--- config.mk ---
export PLATFORM = sky130hd
export DESIGN_NAME = touch_calibrate_and_map
export DESIGN_NICKNAME = d
export VERILOG_FILES = /design/src/design/tcm_pkg.sv /design/src/design/touch_calibrate_and_map.sv /design/src/design/tcm_divider.sv /design/src/design/tcm_ctrl.sv /design/src/design/tcm_datapath.sv
export SDC_FILE = /design/constraint.sdc
export NUM_CORES = 2
export LEC_CHECK = 0
export BUFFER_PORTS_ARGS = -buffer_cell sky130_fd_sc_hd__buf_4
export CAP_MARGIN = 20
export CORE_ASPECT_RATIO = 1.4
export CORE_MARGIN = 1
export CORE_UTILIZATION = 64
export CTS_CLUSTER_DIAMETER = 60
export DETAILED_ROUTE_END_ITERATION = 10
export GPL_TIMING_DRIVEN = 0
export PLACE_DENSITY = 0.94
export SYNTH_ARGS = -nofsm -noshare
export SYNTH_HDL_FRONTEND = slang
export SYNTH_SLANG_ARGS = --single-unit
--- constraint.sdc ---
create_clock -name clock -period 11.8 [get_ports clock]
set_input_delay 2.36 -clock clock [delete_from_list [all_inputs] [get_ports clock]]
set_output_delay 2.36 -clock clock [all_outputs]
set_load 0.01 [all_outputs]
--- src/design/tcm_pkg.sv ---
package tcm_pkg;

   localparam int POINT_COUNT = 5;

   localparam logic [2:0] PT_A       = 3'd0;
   localparam logic [2:0] PT_B       = 3'd1;
   localparam logic [2:0] PT_C       = 3'd2;
   localparam logic [2:0] PT_D       = 3'd3;
   localparam logic [2:0] PT_E       = 3'd4;
   localparam logic [2:0] LAST_POINT = PT_E;
   localparam logic [2:0] NUM_POINTS = 3'd5;

   localparam logic [1:0] ST_OK    = 2'd0;
   localparam logic [1:0] ST_OFF   = 2'd1;
   localparam logic [1:0] ST_CALIB = 2'd2;
   localparam logic [1:0] ST_FAIL  = 2'd3;

   localparam logic CSR_WIDTH  = 1'b0;
   localparam logic CSR_HEIGHT = 1'b1;

   localparam logic [11:0] WIDTH_RESET  = 12'd480;
   localparam logic [11:0] HEIGHT_RESET = 12'd272;

   localparam logic AXIS_X = 1'b0;
   localparam logic AXIS_Y = 1'b1;

   typedef enum logic [4:0] {
      S_IDLE,
      S_EVAL,
      S_SUMS,
      S_CHECK,
      S_DIVX_GO,
      S_DIVX_WAIT,
      S_DIVY_GO,
      S_DIVY_WAIT,
      S_MUL_X,
      S_ACC_X,
      S_FIN_X,
      S_MUL_Y,
      S_ACC_Y,
      S_FIN_Y,
      S_OUT_CAL,
      S_OUT_FAIL,
      S_OUT_MAP
   } state_type;

   typedef enum logic [1:0] {
      RES_CALIB,
      RES_FAIL,
      RES_MAP
   } res_kind_type;

   typedef struct packed {
      logic         load_req;
      logic         restart;
      logic         hold;
      logic         capture;
      logic         sums;
      logic         div_start;
      logic         axis;
      logic         gain_store;
      logic         commit;
      logic         mul;
      logic         acc;
      logic         fin;
      logic         out_load;
      res_kind_type out_kind;
   } cmd_type;

   typedef struct packed {
      logic action;
      logic run_mode;
      logic pressure_nz;
      logic pen_down;
      logic last_point;
      logic den_zero;
      logic div_done;
      logic out_free;
   } stat_type;

endpackage

--- src/design/touch_calibrate_and_map.sv ---
// Channel   Direction  Handshake              Payload
// req_*     in         req_valid / req_stall  action, raw_x, raw_y, pressure
// rsp_*     out        rsp_valid / rsp_stall  status, screen x/y, pressure, target x/y/index
// csr_*     in         csr_valid / csr_ready  index (0 width, 1 height), 12-bit data
//
// A calibrating or restart sample passes only evaluation before the result register;
// a run-mode sample first passes multiply, then accumulate and round, per axis, on one shared multiplier.
// On the fifth capture, unless a span sum is zero, the bit-serial divider first computes
// both gains in turn. The next request is taken in the cycle after the result loads.
// No clearing pass follows reset; csr_ready is always high.
// A new request is taken while an earlier result still waits behind rsp_stall.
module touch_calibrate_and_map
   import tcm_pkg::*;
#(
   parameter int RAW_BITS       = 10,
   parameter int GAIN_FRAC_BITS = 16,
   parameter int TARGET_MARGIN  = 50
) (
   input  logic                clock,
   input  logic                reset,
   input  logic                req_valid,
   output logic                req_stall,
   input  logic                req_action,
   input  logic [RAW_BITS-1:0] req_raw_x,
   input  logic [RAW_BITS-1:0] req_raw_y,
   input  logic [7:0]          req_pressure,
   output logic                rsp_valid,
   input  logic                rsp_stall,
   output logic [1:0]          rsp_status,
   output logic [11:0]         rsp_screen_x,
   output logic [11:0]         rsp_screen_y,
   output logic [7:0]          rsp_pressure_out,
   output logic [11:0]         rsp_target_x,
   output logic [11:0]         rsp_target_y,
   output logic [2:0]          rsp_target_index,
   input  logic                csr_valid,
   output logic                csr_ready,
   input  logic                csr_index,
   input  logic [11:0]         csr_data
);

   cmd_type  cmd;
   stat_type stat;

   assign csr_ready = 1'b1;

   tcm_ctrl u_ctrl (
      .clock    (clock),
      .reset    (reset),
      .req_valid(req_valid),
      .req_stall(req_stall),
      .stat     (stat),
      .cmd      (cmd)
   );

   tcm_datapath #(
      .RAW_BITS      (RAW_BITS),
      .GAIN_FRAC_BITS(GAIN_FRAC_BITS),
      .TARGET_MARGIN (TARGET_MARGIN)
   ) u_datapath (
      .clock           (clock),
      .reset           (reset),
      .cmd             (cmd),
      .stat            (stat),
      .csr_valid       (csr_valid),
      .csr_index       (csr_index),
      .csr_data        (csr_data),
      .req_action      (req_action),
      .req_raw_x       (req_raw_x),
      .req_raw_y       (req_raw_y),
      .req_pressure    (req_pressure),
      .rsp_stall       (rsp_stall),
      .rsp_valid       (rsp_valid),
      .rsp_status      (rsp_status),
      .rsp_screen_x    (rsp_screen_x),
      .rsp_screen_y    (rsp_screen_y),
      .rsp_pressure_out(rsp_pressure_out),
      .rsp_target_x    (rsp_target_x),
      .rsp_target_y    (rsp_target_y),
      .rsp_target_index(rsp_target_index)
   );

endmodule

--- src/design/tcm_divider.sv ---
module tcm_divider
   import tcm_pkg::*;
#(
   parameter int NUM_BITS = 29,
   parameter int DEN_BITS = 11
) (
   input  logic                clock,
   input  logic                reset,
   input  logic                start,
   input  logic [NUM_BITS-1:0] num,
   input  logic [DEN_BITS-1:0] den,
   output logic [NUM_BITS-1:0] quo,
   output logic                done
);

   localparam int CNT_BITS = $clog2(NUM_BITS);

   logic                busy_ff, busy_in;
   logic                done_ff, done_in;
   logic [CNT_BITS-1:0] cnt_ff, cnt_in;
   logic [DEN_BITS-1:0] rem_ff, rem_in;
   logic [NUM_BITS-1:0] quo_ff, quo_in;

   logic [DEN_BITS:0]   shifted;
   logic [DEN_BITS:0]   trial;
   logic                fits;

   // Restoring division, one quotient bit per cycle. The remainder stays below
   // the divisor, so the shifted remainder needs only one extra bit.
   always_comb begin
      shifted = {rem_ff, quo_ff[NUM_BITS-1]};
      fits    = shifted >= {1'b0, den};
      trial   = shifted - {1'b0, den};
      busy_in = busy_ff;
      done_in = 1'b0;
      cnt_in  = cnt_ff;
      rem_in  = rem_ff;
      quo_in  = quo_ff;
      if (start) begin
         busy_in = 1'b1;
         cnt_in  = '0;
         rem_in  = '0;
         quo_in  = num;
      end else if (busy_ff) begin
         rem_in = fits ? trial[DEN_BITS-1:0] : shifted[DEN_BITS-1:0];
         quo_in = {quo_ff[NUM_BITS-2:0], fits};
         cnt_in = cnt_ff + 1'b1;
         if (cnt_ff == CNT_BITS'(NUM_BITS - 1)) begin
            busy_in = 1'b0;
            done_in = 1'b1;
         end
      end
   end

   always_ff @(posedge clock) begin
      if (reset) begin
         busy_ff <= 1'b0;
         done_ff <= 1'b0;
         cnt_ff  <= '0;
      end else begin
         busy_ff <= busy_in;
         done_ff <= done_in;
         cnt_ff  <= cnt_in;
      end
   end

   always_ff @(posedge clock) begin
      rem_ff <= rem_in;
      quo_ff <= quo_in;
   end

   assign quo  = quo_ff;
   assign done = done_ff;

endmodule

--- src/design/tcm_ctrl.sv ---
module tcm_ctrl
   import tcm_pkg::*;
(
   input  logic     clock,
   input  logic     reset,
   input  logic     req_valid,
   output logic     req_stall,
   input  stat_type stat,
   output cmd_type  cmd
);

   state_type state_ff, state_in;

   always_comb begin
      state_in = state_ff;
      unique case (state_ff)
         S_IDLE: begin
            if (req_valid) state_in = S_EVAL;
         end
         S_EVAL: begin
            priority if (stat.action) state_in = S_OUT_CAL;
            else if (stat.run_mode) state_in = S_MUL_X;
            else if (stat.pressure_nz) state_in = S_OUT_CAL;
            else if (stat.pen_down && stat.last_point) state_in = S_SUMS;
            else state_in = S_OUT_CAL;
         end
         S_SUMS:    state_in = S_CHECK;
         S_CHECK: begin
            state_in = stat.den_zero ? S_OUT_FAIL : S_DIVX_GO;
         end
         S_DIVX_GO: state_in = S_DIVX_WAIT;
         S_DIVX_WAIT: begin
            if (stat.div_done) state_in = S_DIVY_GO;
         end
         S_DIVY_GO: state_in = S_DIVY_WAIT;
         S_DIVY_WAIT: begin
            if (stat.div_done) state_in = S_OUT_CAL;
         end
         S_MUL_X:   state_in = S_ACC_X;
         S_ACC_X:   state_in = S_FIN_X;
         S_FIN_X:   state_in = S_MUL_Y;
         S_MUL_Y:   state_in = S_ACC_Y;
         S_ACC_Y:   state_in = S_FIN_Y;
         S_FIN_Y:   state_in = S_OUT_MAP;
         S_OUT_CAL, S_OUT_FAIL, S_OUT_MAP: begin
            if (stat.out_free) state_in = S_IDLE;
         end
         default:   state_in = S_IDLE;
      endcase
   end

   always_comb begin
      cmd          = '0;
      cmd.out_kind = RES_CALIB;
      unique case (state_ff)
         S_IDLE: begin
            cmd.load_req = req_valid;
         end
         S_EVAL: begin
            priority if (stat.action) cmd.restart = 1'b1;
            else if (stat.run_mode) cmd.capture = 1'b0;
            else if (stat.pressure_nz) cmd.hold = 1'b1;
            else if (stat.pen_down) cmd.capture = 1'b1;
            else cmd.hold = 1'b0;
         end
         S_SUMS: begin
            cmd.sums = 1'b1;
         end
         S_CHECK: begin
            cmd.restart = stat.den_zero;
         end
         S_DIVX_GO: begin
            cmd.div_start = 1'b1;
            cmd.axis      = AXIS_X;
         end
         S_DIVX_WAIT: begin
            cmd.axis       = AXIS_X;
            cmd.gain_store = stat.div_done;
         end
         S_DIVY_GO: begin
            cmd.div_start = 1'b1;
            cmd.axis      = AXIS_Y;
         end
         S_DIVY_WAIT: begin
            cmd.axis       = AXIS_Y;
            cmd.gain_store = stat.div_done;
            cmd.commit     = stat.div_done;
         end
         S_MUL_X: begin
            cmd.mul  = 1'b1;
            cmd.axis = AXIS_X;
         end
         S_ACC_X: begin
            cmd.acc  = 1'b1;
            cmd.axis = AXIS_X;
         end
         S_FIN_X: begin
            cmd.fin  = 1'b1;
            cmd.axis = AXIS_X;
         end
         S_MUL_Y: begin
            cmd.mul  = 1'b1;
            cmd.axis = AXIS_Y;
         end
         S_ACC_Y: begin
            cmd.acc  = 1'b1;
            cmd.axis = AXIS_Y;
         end
         S_FIN_Y: begin
            cmd.fin  = 1'b1;
            cmd.axis = AXIS_Y;
         end
         S_OUT_CAL: begin
            cmd.out_load = stat.out_free;
            cmd.out_kind = RES_CALIB;
         end
         S_OUT_FAIL: begin
            cmd.out_load = stat.out_free;
            cmd.out_kind = RES_FAIL;
         end
         S_OUT_MAP: begin
            cmd.out_load = stat.out_free;
            cmd.out_kind = RES_MAP;
         end
         default: begin
            cmd.load_req = 1'b0;
         end
      endcase
   end

   always_ff @(posedge clock) begin
      if (reset) begin
         state_ff <= S_IDLE;
      end else begin
         state_ff <= state_in;
      end
   end

   assign req_stall = (state_ff != S_IDLE);

   a_accept_evaluates: assert property (@(posedge clock) disable iff (reset)
      (req_valid && !req_stall) |=> (state_ff == S_EVAL))
      else $error("accepted transaction was not evaluated");

   a_load_when_free: assert property (@(posedge clock) disable iff (reset)
      cmd.out_load |-> stat.out_free)
      else $error("result loaded over an unaccepted result");

   a_div_done_waiting: assert property (@(posedge clock) disable iff (reset)
      stat.div_done |-> (state_ff == S_DIVX_WAIT || state_ff == S_DIVY_WAIT))
      else $error("divider finished outside a wait state");

   a_last_capture_calibrates: assert property (@(posedge clock) disable iff (reset)
      (cmd.capture && stat.last_point) |=> (state_ff == S_SUMS))
      else $error("fifth capture did not start calibration");

endmodule

--- src/design/tcm_datapath.sv ---
module tcm_datapath
   import tcm_pkg::*;
#(
   parameter int RAW_BITS       = 10,
   parameter int GAIN_FRAC_BITS = 16,
   parameter int TARGET_MARGIN  = 50
) (
   input  logic                clock,
   input  logic                reset,
   input  cmd_type             cmd,
   output stat_type            stat,
   input  logic                csr_valid,
   input  logic                csr_index,
   input  logic [11:0]         csr_data,
   input  logic                req_action,
   input  logic [RAW_BITS-1:0] req_raw_x,
   input  logic [RAW_BITS-1:0] req_raw_y,
   input  logic [7:0]          req_pressure,
   input  logic                rsp_stall,
   output logic                rsp_valid,
   output logic [1:0]          rsp_status,
   output logic [11:0]         rsp_screen_x,
   output logic [11:0]         rsp_screen_y,
   output logic [7:0]          rsp_pressure_out,
   output logic [11:0]         rsp_target_x,
   output logic [11:0]         rsp_target_y,
   output logic [2:0]          rsp_target_index
);

   localparam int GAIN_BITS = 7 + GAIN_FRAC_BITS;
   localparam int LIM_BIT   = GAIN_BITS - 1;
   localparam int SUM_BITS  = RAW_BITS + 2;
   localparam int DEN_BITS  = RAW_BITS + 1;
   localparam int NUM_BITS  = 13 + GAIN_FRAC_BITS;
   localparam int DIFF_BITS = RAW_BITS + 1;
   localparam int PROD_BITS = GAIN_BITS + DIFF_BITS;
   localparam int ACC_BITS  = PROD_BITS + 1;
   localparam int MAP_BITS  = ACC_BITS - GAIN_FRAC_BITS;
   localparam int PT_BITS   = 2 * RAW_BITS;

   localparam logic [11:0] MARGIN   = 12'(TARGET_MARGIN);
   localparam logic [13:0] SPAN_SUB = 14'(2 * TARGET_MARGIN);

   // Configuration registers.
   logic [11:0] width_ff, width_in;
   logic [11:0] height_ff, height_in;

   // Latched request transaction.
   logic                act_ff;
   logic [RAW_BITS-1:0] rx_ff, ry_ff;
   logic [7:0]          pr_ff;

   // Calibration state.
   logic [PT_BITS-1:0]         pts_ff [POINT_COUNT];
   logic [PT_BITS-1:0]         held_ff, held_in;
   logic                       pen_ff, pen_in;
   logic [2:0]                 idx_ff, idx_in;
   logic                       swap_ff, swap_in;
   logic [PT_BITS-1:0]         centre_ff, centre_in;
   logic signed [GAIN_BITS-1:0] gain_ff [2];
   logic signed [SUM_BITS-1:0] dxs_ff, dys_ff;
   logic                       swap_cand_ff;

   // Mapping pipeline.
   logic signed [PROD_BITS-1:0] prod_ff;
   logic signed [ACC_BITS-1:0]  acc_ff;
   logic                        map_ok_ff [2];
   logic [11:0]                 map_val_ff [2];

   // Result register.
   logic        rsp_valid_ff, rsp_valid_in;
   logic [1:0]  rsp_status_ff;
   logic [11:0] rsp_sx_ff, rsp_sy_ff, rsp_tx_ff, rsp_ty_ff;
   logic [7:0]  rsp_po_ff;
   logic [2:0]  rsp_idx_ff;

   function automatic logic signed [SUM_BITS-1:0] span_sum(
      input logic [RAW_BITS-1:0] a,
      input logic [RAW_BITS-1:0] b,
      input logic [RAW_BITS-1:0] c,
      input logic [RAW_BITS-1:0] d
   );
      logic signed [SUM_BITS-1:0] ab;
      logic signed [SUM_BITS-1:0] cd;
      ab = $signed(SUM_BITS'(a)) - $signed(SUM_BITS'(b));
      cd = $signed(SUM_BITS'(c)) - $signed(SUM_BITS'(d));
      return ab + cd;
   endfunction

   // ---------------------------------------------------------------
   // Calibration arithmetic
   // ---------------------------------------------------------------
   logic [RAW_BITS-1:0] px [POINT_COUNT];
   logic [RAW_BITS-1:0] py [POINT_COUNT];
   logic signed [RAW_BITS:0] d_bax, d_bay;
   logic [RAW_BITS:0]        abs_bax, abs_bay;
   logic                     swap_det;
   logic signed [SUM_BITS-1:0] dxs_n, dys_n, dxs_s, dys_s;

   always_comb begin
      for (int i = 0; i < POINT_COUNT; i++) begin
         px[i] = pts_ff[i][RAW_BITS-1:0];
         py[i] = pts_ff[i][PT_BITS-1:RAW_BITS];
      end
      d_bax    = $signed({1'b0, px[1]}) - $signed({1'b0, px[0]});
      d_bay    = $signed({1'b0, py[1]}) - $signed({1'b0, py[0]});
      abs_bax  = d_bax[RAW_BITS] ? $unsigned(-d_bax) : $unsigned(d_bax);
      abs_bay  = d_bay[RAW_BITS] ? $unsigned(-d_bay) : $unsigned(d_bay);
      // The axes count as swapped unless A to B moves more in x than in y.
      swap_det = !(abs_bax > abs_bay);
      dxs_n    = span_sum(px[1], px[0], px[2], px[3]);
      dys_n    = span_sum(py[3], py[0], py[2], py[1]);
      dxs_s    = span_sum(py[1], py[0], py[2], py[3]);
      dys_s    = span_sum(px[3], px[0], px[2], px[1]);
   end

   logic [11:0]                res_sel;
   logic signed [SUM_BITS-1:0] den_sel;
   logic [SUM_BITS-1:0]        den_abs;
   logic signed [13:0]         span;
   logic [13:0]                span_abs;
   logic [NUM_BITS-1:0]        div_num;
   logic                       q_neg;
   logic [NUM_BITS-1:0]        quo;
   logic                       div_done;
   logic                       over_pos, over_neg;
   logic signed [GAIN_BITS-1:0] gain_q;

   always_comb begin
      res_sel  = (cmd.axis == AXIS_Y) ? height_ff : width_ff;
      den_sel  = (cmd.axis == AXIS_Y) ? dys_ff : dxs_ff;
      den_abs  = den_sel[SUM_BITS-1] ? $unsigned(-den_sel) : $unsigned(den_sel);
      span     = $signed({2'b00, res_sel}) - $signed(SPAN_SUB);
      span_abs = span[13] ? $unsigned(-span) : $unsigned(span);
      div_num  = {span_abs[11:0], 1'b0, {GAIN_FRAC_BITS{1'b0}}};
      q_neg    = span[13] ^ den_sel[SUM_BITS-1];
      over_pos = |quo[NUM_BITS-1:LIM_BIT];
      over_neg = (|quo[NUM_BITS-1:LIM_BIT+1]) | (quo[LIM_BIT] & (|quo[LIM_BIT-1:0]));
      if (!q_neg) begin
         gain_q = over_pos ? $signed({1'b0, {LIM_BIT{1'b1}}})
                           : $signed(quo[GAIN_BITS-1:0]);
      end else begin
         gain_q = over_neg ? $signed({1'b1, {LIM_BIT{1'b0}}})
                           : -$signed(quo[GAIN_BITS-1:0]);
      end
   end

   tcm_divider #(
      .NUM_BITS(NUM_BITS),
      .DEN_BITS(DEN_BITS)
   ) u_divider (
      .clock(clock),
      .reset(reset),
      .start(cmd.div_start),
      .num  (div_num),
      .den  (den_abs[DEN_BITS-1:0]),
      .quo  (quo),
      .done (div_done)
   );

   // ---------------------------------------------------------------
   // Mapping arithmetic
   // ---------------------------------------------------------------
   logic [RAW_BITS-1:0]         samp_sel, cen_sel;
   logic signed [DIFF_BITS-1:0] diff;
   logic signed [GAIN_BITS-1:0] gain_sel;
   logic signed [PROD_BITS-1:0] prod_in;
   logic [ACC_BITS-1:0]         offset;
   logic signed [ACC_BITS-1:0]  acc_in;
   logic signed [ACC_BITS-1:0]  bias;
   logic signed [ACC_BITS-1:0]  trunc_sum;
   logic signed [MAP_BITS-1:0]  map_val;
   logic                        map_ok;
   logic                        out_ok;

   always_comb begin
      if (cmd.axis == AXIS_Y) begin
         samp_sel = swap_ff ? rx_ff : ry_ff;
         cen_sel  = centre_ff[PT_BITS-1:RAW_BITS];
      end else begin
         samp_sel = swap_ff ? ry_ff : rx_ff;
         cen_sel  = centre_ff[RAW_BITS-1:0];
      end
      diff     = $signed({1'b0, samp_sel}) - $signed({1'b0, cen_sel});
      gain_sel = gain_ff[cmd.axis];
      prod_in  = gain_sel * diff;
      offset   = ACC_BITS'({res_sel[11:1], {GAIN_FRAC_BITS{1'b0}}});
      acc_in   = $signed(ACC_BITS'(prod_ff)) + $signed(offset);
      // Adding 2^F-1 to a negative value before the arithmetic shift rounds
      // toward zero.
      bias      = acc_ff[ACC_BITS-1] ? $signed(ACC_BITS'({GAIN_FRAC_BITS{1'b1}})) : '0;
      trunc_sum = acc_ff + bias;
      map_val   = trunc_sum[ACC_BITS-1:GAIN_FRAC_BITS];
      map_ok    = !map_val[MAP_BITS-1] && ($unsigned(map_val) < MAP_BITS'(res_sel));
      out_ok    = (cmd.out_kind == RES_MAP) && map_ok_ff[0] && map_ok_ff[1];
   end

   // ---------------------------------------------------------------
   // Targets
   // ---------------------------------------------------------------
   logic [11:0] tgt_x, tgt_y;

   always_comb begin
      unique case (idx_ff)
         PT_A: begin
            tgt_x = MARGIN;
            tgt_y = MARGIN;
         end
         PT_B: begin
            tgt_x = width_ff - MARGIN;
            tgt_y = MARGIN;
         end
         PT_C: begin
            tgt_x = width_ff - MARGIN;
            tgt_y = height_ff - MARGIN;
         end
         PT_D: begin
            tgt_x = MARGIN;
            tgt_y = height_ff - MARGIN;
         end
         PT_E: begin
            tgt_x = {1'b0, width_ff[11:1]};
            tgt_y = {1'b0, height_ff[11:1]};
         end
         default: begin
            tgt_x = '0;
            tgt_y = '0;
         end
      endcase
   end

   // ---------------------------------------------------------------
   // State update
   // ---------------------------------------------------------------
   always_comb begin
      width_in  = width_ff;
      height_in = height_ff;
      if (csr_valid) begin
         unique case (csr_index)
            CSR_WIDTH:  width_in  = csr_data;
            CSR_HEIGHT: height_in = csr_data;
            default:    width_in  = width_ff;
         endcase
      end

      held_in   = held_ff;
      pen_in    = pen_ff;
      idx_in    = idx_ff;
      swap_in   = swap_ff;
      centre_in = centre_ff;
      priority if (cmd.restart) begin
         held_in = '0;
         pen_in  = 1'b0;
         idx_in  = PT_A;
         swap_in = 1'b0;
      end else if (cmd.hold) begin
         held_in = {ry_ff, rx_ff};
         pen_in  = 1'b1;
      end else if (cmd.capture) begin
         pen_in = 1'b0;
         idx_in = idx_ff + 3'd1;
      end else if (cmd.commit) begin
         swap_in   = swap_cand_ff;
         centre_in = swap_cand_ff ? {px[PT_E], py[PT_E]} : {py[PT_E], px[PT_E]};
      end

      rsp_valid_in = cmd.out_load | (rsp_valid_ff & rsp_stall);
   end

   always_ff @(posedge clock) begin
      if (reset) begin
         width_ff     <= WIDTH_RESET;
         height_ff    <= HEIGHT_RESET;
         held_ff      <= '0;
         pen_ff       <= 1'b0;
         idx_ff       <= PT_A;
         swap_ff      <= 1'b0;
         centre_ff    <= '0;
         gain_ff[0]   <= '0;
         gain_ff[1]   <= '0;
         rsp_valid_ff <= 1'b0;
      end else begin
         width_ff     <= width_in;
         height_ff    <= height_in;
         held_ff      <= held_in;
         pen_ff       <= pen_in;
         idx_ff       <= idx_in;
         swap_ff      <= swap_in;
         centre_ff    <= centre_in;
         rsp_valid_ff <= rsp_valid_in;
         if (cmd.gain_store) gain_ff[cmd.axis] <= gain_q;
      end
   end

   always_ff @(posedge clock) begin
      if (cmd.load_req) begin
         act_ff <= req_action;
         rx_ff  <= req_raw_x;
         ry_ff  <= req_raw_y;
         pr_ff  <= req_pressure;
      end
      if (cmd.capture) pts_ff[idx_ff] <= held_ff;
      if (cmd.sums) begin
         swap_cand_ff <= swap_det;
         dxs_ff       <= swap_det ? dxs_s : dxs_n;
         dys_ff       <= swap_det ? dys_s : dys_n;
      end
      if (cmd.mul) prod_ff <= prod_in;
      if (cmd.acc) acc_ff <= acc_in;
      if (cmd.fin) begin
         map_ok_ff[cmd.axis]  <= map_ok;
         map_val_ff[cmd.axis] <= map_val[11:0];
      end
      if (cmd.out_load) begin
         rsp_tx_ff  <= tgt_x;
         rsp_ty_ff  <= tgt_y;
         rsp_idx_ff <= idx_ff;
         rsp_sx_ff  <= out_ok ? map_val_ff[0] : '0;
         rsp_sy_ff  <= out_ok ? map_val_ff[1] : '0;
         rsp_po_ff  <= out_ok ? pr_ff : '0;
         unique case (cmd.out_kind)
            RES_CALIB: rsp_status_ff <= ST_CALIB;
            RES_FAIL:  rsp_status_ff <= ST_FAIL;
            RES_MAP:   rsp_status_ff <= out_ok ? ST_OK : ST_OFF;
            default:   rsp_status_ff <= ST_CALIB;
         endcase
      end
   end

   always_comb begin
      stat.action      = act_ff;
      stat.run_mode    = (idx_ff == NUM_POINTS);
      stat.pressure_nz = |pr_ff;
      stat.pen_down    = pen_ff;
      stat.last_point  = (idx_ff == LAST_POINT);
      stat.den_zero    = (dxs_ff == '0) || (dys_ff == '0);
      stat.div_done    = div_done;
      stat.out_free    = !rsp_valid_ff || !rsp_stall;
   end

   assign rsp_valid        = rsp_valid_ff;
   assign rsp_status       = rsp_status_ff;
   assign rsp_screen_x     = rsp_sx_ff;
   assign rsp_screen_y     = rsp_sy_ff;
   assign rsp_pressure_out = rsp_po_ff;
   assign rsp_target_x     = rsp_tx_ff;
   assign rsp_target_y     = rsp_ty_ff;
   assign rsp_target_index = rsp_idx_ff;

   a_capture_advances: assert property (@(posedge clock) disable iff (reset)
      cmd.capture |=> (idx_ff == $past(idx_ff) + 3'd1) && !pen_ff)
      else $error("capture did not advance the point index");

   a_index_in_range: assert property (@(posedge clock) disable iff (reset)
      cmd.load_req |-> (idx_ff <= NUM_POINTS))
      else $error("point index out of range");

   a_result_holds: assert property (@(posedge clock) disable iff (reset)
      (rsp_valid && rsp_stall) |=> rsp_valid && $stable(rsp_status))
      else $error("stalled result changed");

endmodule

Word-level counts from Yosys, hierarchy flattened
Memories as Yosys holds them, arrays and structs flattened. A register that Yosys moved wholly into a read port is not among the register bits.
Index checks and enable logic that the tools add are counted.
{"block": "totals", "regBits": 282, "mem_bits_rw": 172, "elab_cells": 218, "n_memories": 4, "output_inout_bits": 64}
{"block": "classes", "addsub": 28, "n_bitwise": 10, "mul": 1, "muxes": 71, "n_reduce_logical": 44, "eq_ne": 28, "magnitude_cmp": 3}
{"name": "u_datapath.pts_ff", "words": 5, "word_bits": 20, "rd": 5, "rd_ports_with_merged_regs": 0, "wr": 1, "line_no": "tcm_datapath.sv:54", "source": "logic [PT_BITS-1:0] pts_ff [POINT_COUNT];"}
{"name": "u_datapath.gain_ff", "words": 2, "word_bits": 23, "rd": 1, "rd_ports_with_merged_regs": 0, "wr": 2, "line_no": "tcm_datapath.sv:60", "source": "logic signed [GAIN_BITS-1:0] gain_ff [2];"}
{"name": "u_datapath.map_val_ff", "words": 2, "word_bits": 12, "rd": 2, "rd_ports_with_merged_regs": 2, "wr": 1, "line_no": "tcm_datapath.sv:68", "source": "logic [11:0] map_val_ff [2];"}
{"name": "u_datapath.map_ok_ff", "words": 2, "word_bits": 1, "rd": 2, "rd_ports_with_merged_regs": 0, "wr": 1, "line_no": "tcm_datapath.sv:67", "source": "logic map_ok_ff [2];"}
{"cell": "10-bit by 10-bit subtractor with 11-bit output", "count": 11}
{"cell": "23-bit 2-to-1 mux", "count": 4}
{"cell": "5-bit case mux with 15 select lines", "count": 1}
{"cell": "12-bit case mux with 3 select lines", "count": 2}
{"cell": "12-bit 2-to-1 mux", "count": 5}
{"cell": "29-bit 2-to-1 mux", "count": 2}
{"cell": "12-bit adder", "count": 4}
{"cell": "11-bit 2-to-1 mux", "count": 4}
{"cell": "5-bit by 4-bit == test with 1-bit output, second input constant", "count": 8}
{"cell": "10-bit 2-to-1 mux", "count": 4}
{"cell": "34-bit by 28-bit adder with 35-bit output", "count": 1}
{"cell": "35-bit adder", "count": 1}
{"cell": "5-bit 2-to-1 mux", "count": 7}
{"cell": "23-bit by 11-bit multiplier with 34-bit output", "count": 1}
{"cell": "1-bit 2-to-1 mux", "count": 33}
{"cell": "11-bit negation", "count": 3}
{"cell": "12-bit zero test", "count": 2}
{"cell": "12-bit by 6-bit subtractor with 12-bit output, second input constant", "count": 2}
{"cell": "23-bit negation", "count": 1}
{"cell": "23-bit OR reduction", "count": 1}
{"cell": "2-bit OR reduction", "count": 11}
{"cell": "22-bit OR reduction", "count": 1}
{"cell": "5-bit by 3-bit == test with 1-bit output, second input constant", "count": 4}
{"cell": "20-bit 2-to-1 mux", "count": 1}
{"cell": "other kinds (43)", "count": 71}

Logic depth before layout (Yosys ltp)
{"block": "depth", "ltp_word": 9, "mapped_depth": 44}

Hierarchy
From an unflattened synthesis, not the netlist that was laid out.
{"block": "unflattened", "cells_unflattened": 3643, "area_unflattened_um2": 36572.6}
{"module": "tcm_datapath", "cells_per_inst": 3315, "seq_area_each_um2": 12091.6, "area_per_inst_um2": 33329.5, "instances": 1}
{"module": "tcm_divider", "cells_per_inst": 234, "seq_area_each_um2": 1231.2, "area_per_inst_um2": 2588.7, "instances": 1}
{"module": "tcm_ctrl", "cells_per_inst": 92, "seq_area_each_um2": 100.1, "area_per_inst_um2": 643.1, "instances": 1}
{"module": "touch_calibrate_and_map", "cells_per_inst": 2, "seq_area_each_um2": 0.0, "area_per_inst_um2": 11.3, "instances": 1}

Worst setup path after synthesis
Ideal clock, no wire load.
{"block": "synth_timing", "path_type": "reg2reg", "startpoint": "register u_ctrl.state_ff[2]", "endpoint": "register u_datapath.prod_ff[33], data pin", "path_buffers": 8, "stages_incl_launch_ff": 41, "t_required_ns": 11.626, "synth_period_minus_slack_ns": 9.861, "t_arrival_ns": 9.687, "slack_ns": 1.939, "path_cell_list": "dfxtp_1 buf_4 and3b_1 o21ai_1 a21oi_2 buf_2 buf_4 buf_2 buf_2 buf_2 mux2i_1 ha_1 nor2b_1 o21ai_0 a21boi_1 o21ai_0 a21boi_1 o21a_1 (+5 left out) nor2_1 fa_1 fa_1 fa_1 fa_1 inv_1 fa_1 inv_1 ha_1 a21oi_1 o21ai_1 a21o_1 a31oi_1 or4_1 a311oi_1 a41o_1 nor4_1 a311oi_1"}
{"block": "synth_between", "elab_chain_len": 6}
{"element": "start: declaration", "line_no": "tcm_ctrl.sv:12", "source": "state_type state_ff, state_in;"}
{"element": "start signal: assignment", "line_no": "tcm_ctrl.sv:135", "source": "state_ff <= state_in;"}
{"element": "5-bit by 3-bit == test with 1-bit output or 5-bit by 4-bit == test with 1-bit output (tied branches)", "line_no": "tcm_ctrl.sv:55", "source": "unique case (state_ff)"}
{"element": "5-bit OR reduction (no source line) (*)"}
{"element": "1-bit 2-to-1 mux (*)", "line_no": "tcm_ctrl.sv:55"}
{"element": "10-bit 2-to-1 mux", "line_no": "tcm_datapath.sv:177", "source": "if (cmd.axis == AXIS_Y) begin"}
{"element": "10-bit by 10-bit subtractor with 11-bit output", "line_no": "tcm_datapath.sv:184", "source": "diff = $signed({1'b0, samp_sel}) - $signed({1'b0, cen_sel});"}
{"element": "23-bit by 11-bit multiplier with 34-bit output (*)", "line_no": "tcm_datapath.sv:186", "source": "prod_in = gain_sel * diff;"}
{"element": "named net u_datapath.prod_in[33]", "line_no": "tcm_datapath.sv:167", "source": "logic signed [PROD_BITS-1:0] prod_in;"}
{"element": "end signal: assignment", "line_no": "tcm_datapath.sv:308", "source": "if (cmd.mul) prod_ff <= prod_in;"}
{"element": "end: declaration", "line_no": "tcm_datapath.sv:65", "source": "logic signed [PROD_BITS-1:0] prod_ff;"}
Mark *: on every way through the listed nets, which the timed path passes. The rest lies on a longest branch.
A chain may end at the register's enable or synchronous reset.

Worst setup path after layout
{"block": "layout_timing", "startpoint": "register u_ctrl.state_ff[1]", "endpoint": "register u_datapath.prod_ff[33], data pin"}
Same word-level chain as after synthesis.

==> load_flow_metrics.sql <==
INSERT INTO impl_metrics (metric_group, metric, value, unit) VALUES
('status', 'run_status', 'completed', ''),
('synth', 'synth_enable_flop_cells', '368', ''),
('global_route', 'vias_in_the_first_global_route', '29800', ''),
('layout', 'mostFrequentLayoutCells', '467 x inv_1, 371 x nor2_1, 368 x edfxtp_1', ''),
('detailed_routing', 'first_iter_violations', '2471', ''),
('timing', 'fmax_achieved', '88.2', 'MHz'),
('cts', 'cts.sinks', '478', ''),
('die', 'rows', '102', ''),
('detailed_routing', 'routed_via_density', '6.31', ''),
('synth', 'synth_top_area_share', '30.9', '%'),
('global_route', 'overflow', '0', ''),
('die', 'boundaryPins', '111', ''),
('layout', 'final_util', '71.3', '%'),
('layout', 'layout-area-overhead-vs-synth', '10.0', '%'),
('die', 'core_area', '55300', 'um^2'),
('hold_path', 'type_of_the_worst_min_delay_path', 'register to register', ''),
('global_route', 'global_route_wire_length_before_repair', '155000', 'um'),
('timing', 'share_of_the_clock_period_used_by_the_worst_path', '96.1', '%'),
('timing', 'hold_slack', '410', 'ps'),
('setup_path', 'most_repeated_library_cell_on_the_critical_path', 'fa_1', ''),
('global_route', 'grt_usage', '35.5', '%'),
('setup_path', 'critical_path.startpoint_type', 'register', ''),
('detailed_routing', 'dr.pass1.iters', '6', ''),
('placed_design', 'detailedPlace.worstSlack', '-756', 'ps'),
('setup_path', 'biggest_cell_delay_along_the_critical_path', '620', 'ps'),
('setup_path', 'crit_arrival', '11690', 'ps'),
('layout', 'antennaDiodeCount', '0', ''),
('cts', 'clk-insertion-delay-late', '620', 'ps'),
('timing', 'setup_viol', '0', ''),
('cts', 'cts-htree-levels', '2', ''),
('layout', 'nets', '4307', ''),
('setup_path', 'cp-end-kind', 'register', ''),
('die', 'floorplan.initialDensity', '64.8', '%'),
('global_route', 'grt_max_degree', '33', ''),
('timing', 'timing_max_transition_violations_final', '0', ''),
('placed_design', 'port-buffer-count', '108', ''),
('setup_path', 'worst_path_cell_with_the_longest_stage_delay', 'fa_1', ''),
('timing', 'skew', '29.0', 'ps'),
('synth', 'netlist_area', '35800', 'um^2'),
('synth', 'synthArstFlopShare', '0', '%'),
('setup_path', 'setup.worst_path.class', 'register to register', ''),
('synth', 'syn_area_per_cell', '10.0', 'um^2'),
('detailed_routing', 'wl_per_cell', '22.5', 'um'),
('synth', 'syn-num-nets', '4132', ''),
('placed_design', 'dp_hpwl', '76100', 'um'),
('detailed_routing', 'routed_wl', '102000', 'um'),
('synth', 'synth_area_leaders', 'edfxtp_1 31%, fa_1 13%, ha_1 9.8%', ''),
('synth', 'synthesis.instances', '3565', ''),
('cts', 'holdBufCountCts', '0', ''),
('detailed_routing', 'drc_errors', '0', ''),
('cts', 'clock-root-buffer', 'clkbuf_16', ''),
('detailed_routing', 'via_count', '28400', ''),
('timing', 'final_worst_path_period_need', '11340', 'ps'),
('die', 'design.die.area', '56900', 'um^2'),
('die', 'die_height', '282', 'um'),
('flow_run', 'cap_viol_max_count', '0', ''),
('synth', 'netlist-cell-type-count', '85', ''),
('setup_path', 'critPathMaxFanout', '10', ''),
('timing', 'layout_setup_ws', '457', 'ps'),
('setup_path', 'timing.critical_path.required', '12150', 'ps'),
('die', 'die_w', '202', 'um'),
('layout', 'mostFrequentLayoutCell', 'inv_1', ''),
('synth', 'seq_area_frac_synth', '37.0', '%'),
('detailed_routing', 'post_route_antenna_net_violation_count', '0', ''),
('synth', 'post-synth-top-area-cell', 'edfxtp_1', ''),
('cts', 'tritoncts', 'built', ''),
('timing', 'normalized_max_slew_margin', '22.5', '%'),
('layout', 'drive_gt1_share', '8.53', '%'),
('cts', 'ctsLongestPathBuffers', '3', ''),
('timing', 'final_hold_viol_count', '0', ''),
('synth', 'yosysWarnings', '0', ''),
('synth', 'yosys_register_bits', '478', ''),
('placed_design', 'place_congestion', '0.998', ''),
('synth', 'synth_ff_type', 'edfxtp_1', ''),
('cts', 'clk_pin_slew_worst_paths', '60', 'ps'),
('cts', 'cts_buffers', '45', ''),
('global_route', 'initial_antenna_violation_count', '0', ''),
('timing', 'worst-slew-pin-transition', '1160', 'ps');
layout make-up:
cell class,instances,area [um^2]
multi-input cells,2506,20400
clock buffers,61,1270
plain buffers,112,485
well taps,728,911
fillers,3549,15900
clock inverters,21,211
flip-flops and latches,478,13300
inverters,467,1750
repair buffers,130,1100
Yosys cell counts, types with 65 or more instances:
| cell | count |
|---|---|
| inv_1 | 467 |
| nor2_1 | 373 |
| edfxtp_1 | 368 |
| nand2_1 | 301 |
| ha_1 | 280 |
| fa_1 | 240 |
| a21oi_1 | 177 |
| o21ai_0 | 147 |
| xnor2_1 | 130 |
| mux2i_1 | 115 |
| dfxtp_1 | 110 |
| clkbuf_1 | 89 |
| xor2_1 | 65 |
stage by stage:
step	TNS, ps	cell area (um^2)	std cells
detailed placement	-978	37800	4419
CTS	0	39300	4500
global placement	-508	37500	4401
finish	0	39400	4503
floorplan	0	35800	3565
global route	-10.2	39400	4503
path summary, 6_finish.rpt:
check                                      startpoint                endpoint  slack [ps]  cells past startpoint
worst max-delay path               u_ctrl.state_ff[1]  u_datapath.prod_ff[33]         460                     39
worst min-delay path            u_datapath.prod_ff[2]    u_datapath.acc_ff[2]         410                      0
worst max register to register     u_ctrl.state_ff[1]  u_datapath.prod_ff[33]         460                     39
worst min register to register  u_datapath.prod_ff[2]    u_datapath.acc_ff[2]         410                      0
metal layers:
layer	GRT usage [%]	wire, um	up-vias	part of all wire (%)
met3	6.24	7750	596	7.6
li1	-	-	12500	-
met5	0	0	-	0
met2	63.5	51000	1690	50
met4	31.4	10300	0	10
met1	35.4	32500	13700	32
flip-flops by register name, summed over array words and instances (netlist names), 11 cells and up:
| register | cells |
|---|---|
| u_datapath.acc_ff | 35 |
| u_datapath.centre_ff | 20 |
| u_datapath.dxs_ff | 12 |
| u_datapath.dys_ff | 12 |
| u_datapath.gain_ff | 46 |
| u_datapath.height_ff | 12 |
| u_datapath.held_ff | 20 |
| u_datapath.map_val_ff | 24 |
| u_datapath.prod_ff | 34 |
| u_datapath.pts_ff | 100 |
| u_datapath.rsp_screen_x | 12 |
| u_datapath.rsp_screen_y | 12 |
| u_datapath.rsp_target_x | 12 |
| u_datapath.rsp_target_y | 12 |
| u_datapath.u_divider.quo | 29 |
| u_datapath.u_divider.rem_ff | 11 |
| u_datapath.width_ff | 12 |
logic make-up after synthesis:
family | synth area share, %
compound gates | 10.8
xor+xnor | 4.85
fa+ha+maj | 23.2
buf+inv | 6.23
flops | 37.0
mux | 4.57
other cells | 0.0105
simple gates | 13.4
worst max-delay path: cells and delay by family (launching register included):
| family | cells | cell delay (ps) |
|---|---|---|
| and+or+nand+nor | 7 | 1890 |
| AOI/OAI and AO/OA | 15 | 3370 |
| xor gates and xnor gates | 1 | 180 |
| adders and majority gates | 7 | 3390 |
| buffers and inverters | 8 | 1480 |
| DFF | 1 | 310 |
| muxes | 1 | 410 |
repair_timing:
| item | in CTS | in global routing |
|---|---|---|
| endpoints found under the setup margin | 4 | 4 |
| pin swaps | 0 | 3 |
| buffers inserted | 0 | 3 |
| resized for setup | 6 | 10 |
Power is left out: the tool's default activity adds up to more than one toggle a clock period on the data nets, which glitch-free logic cannot reach.
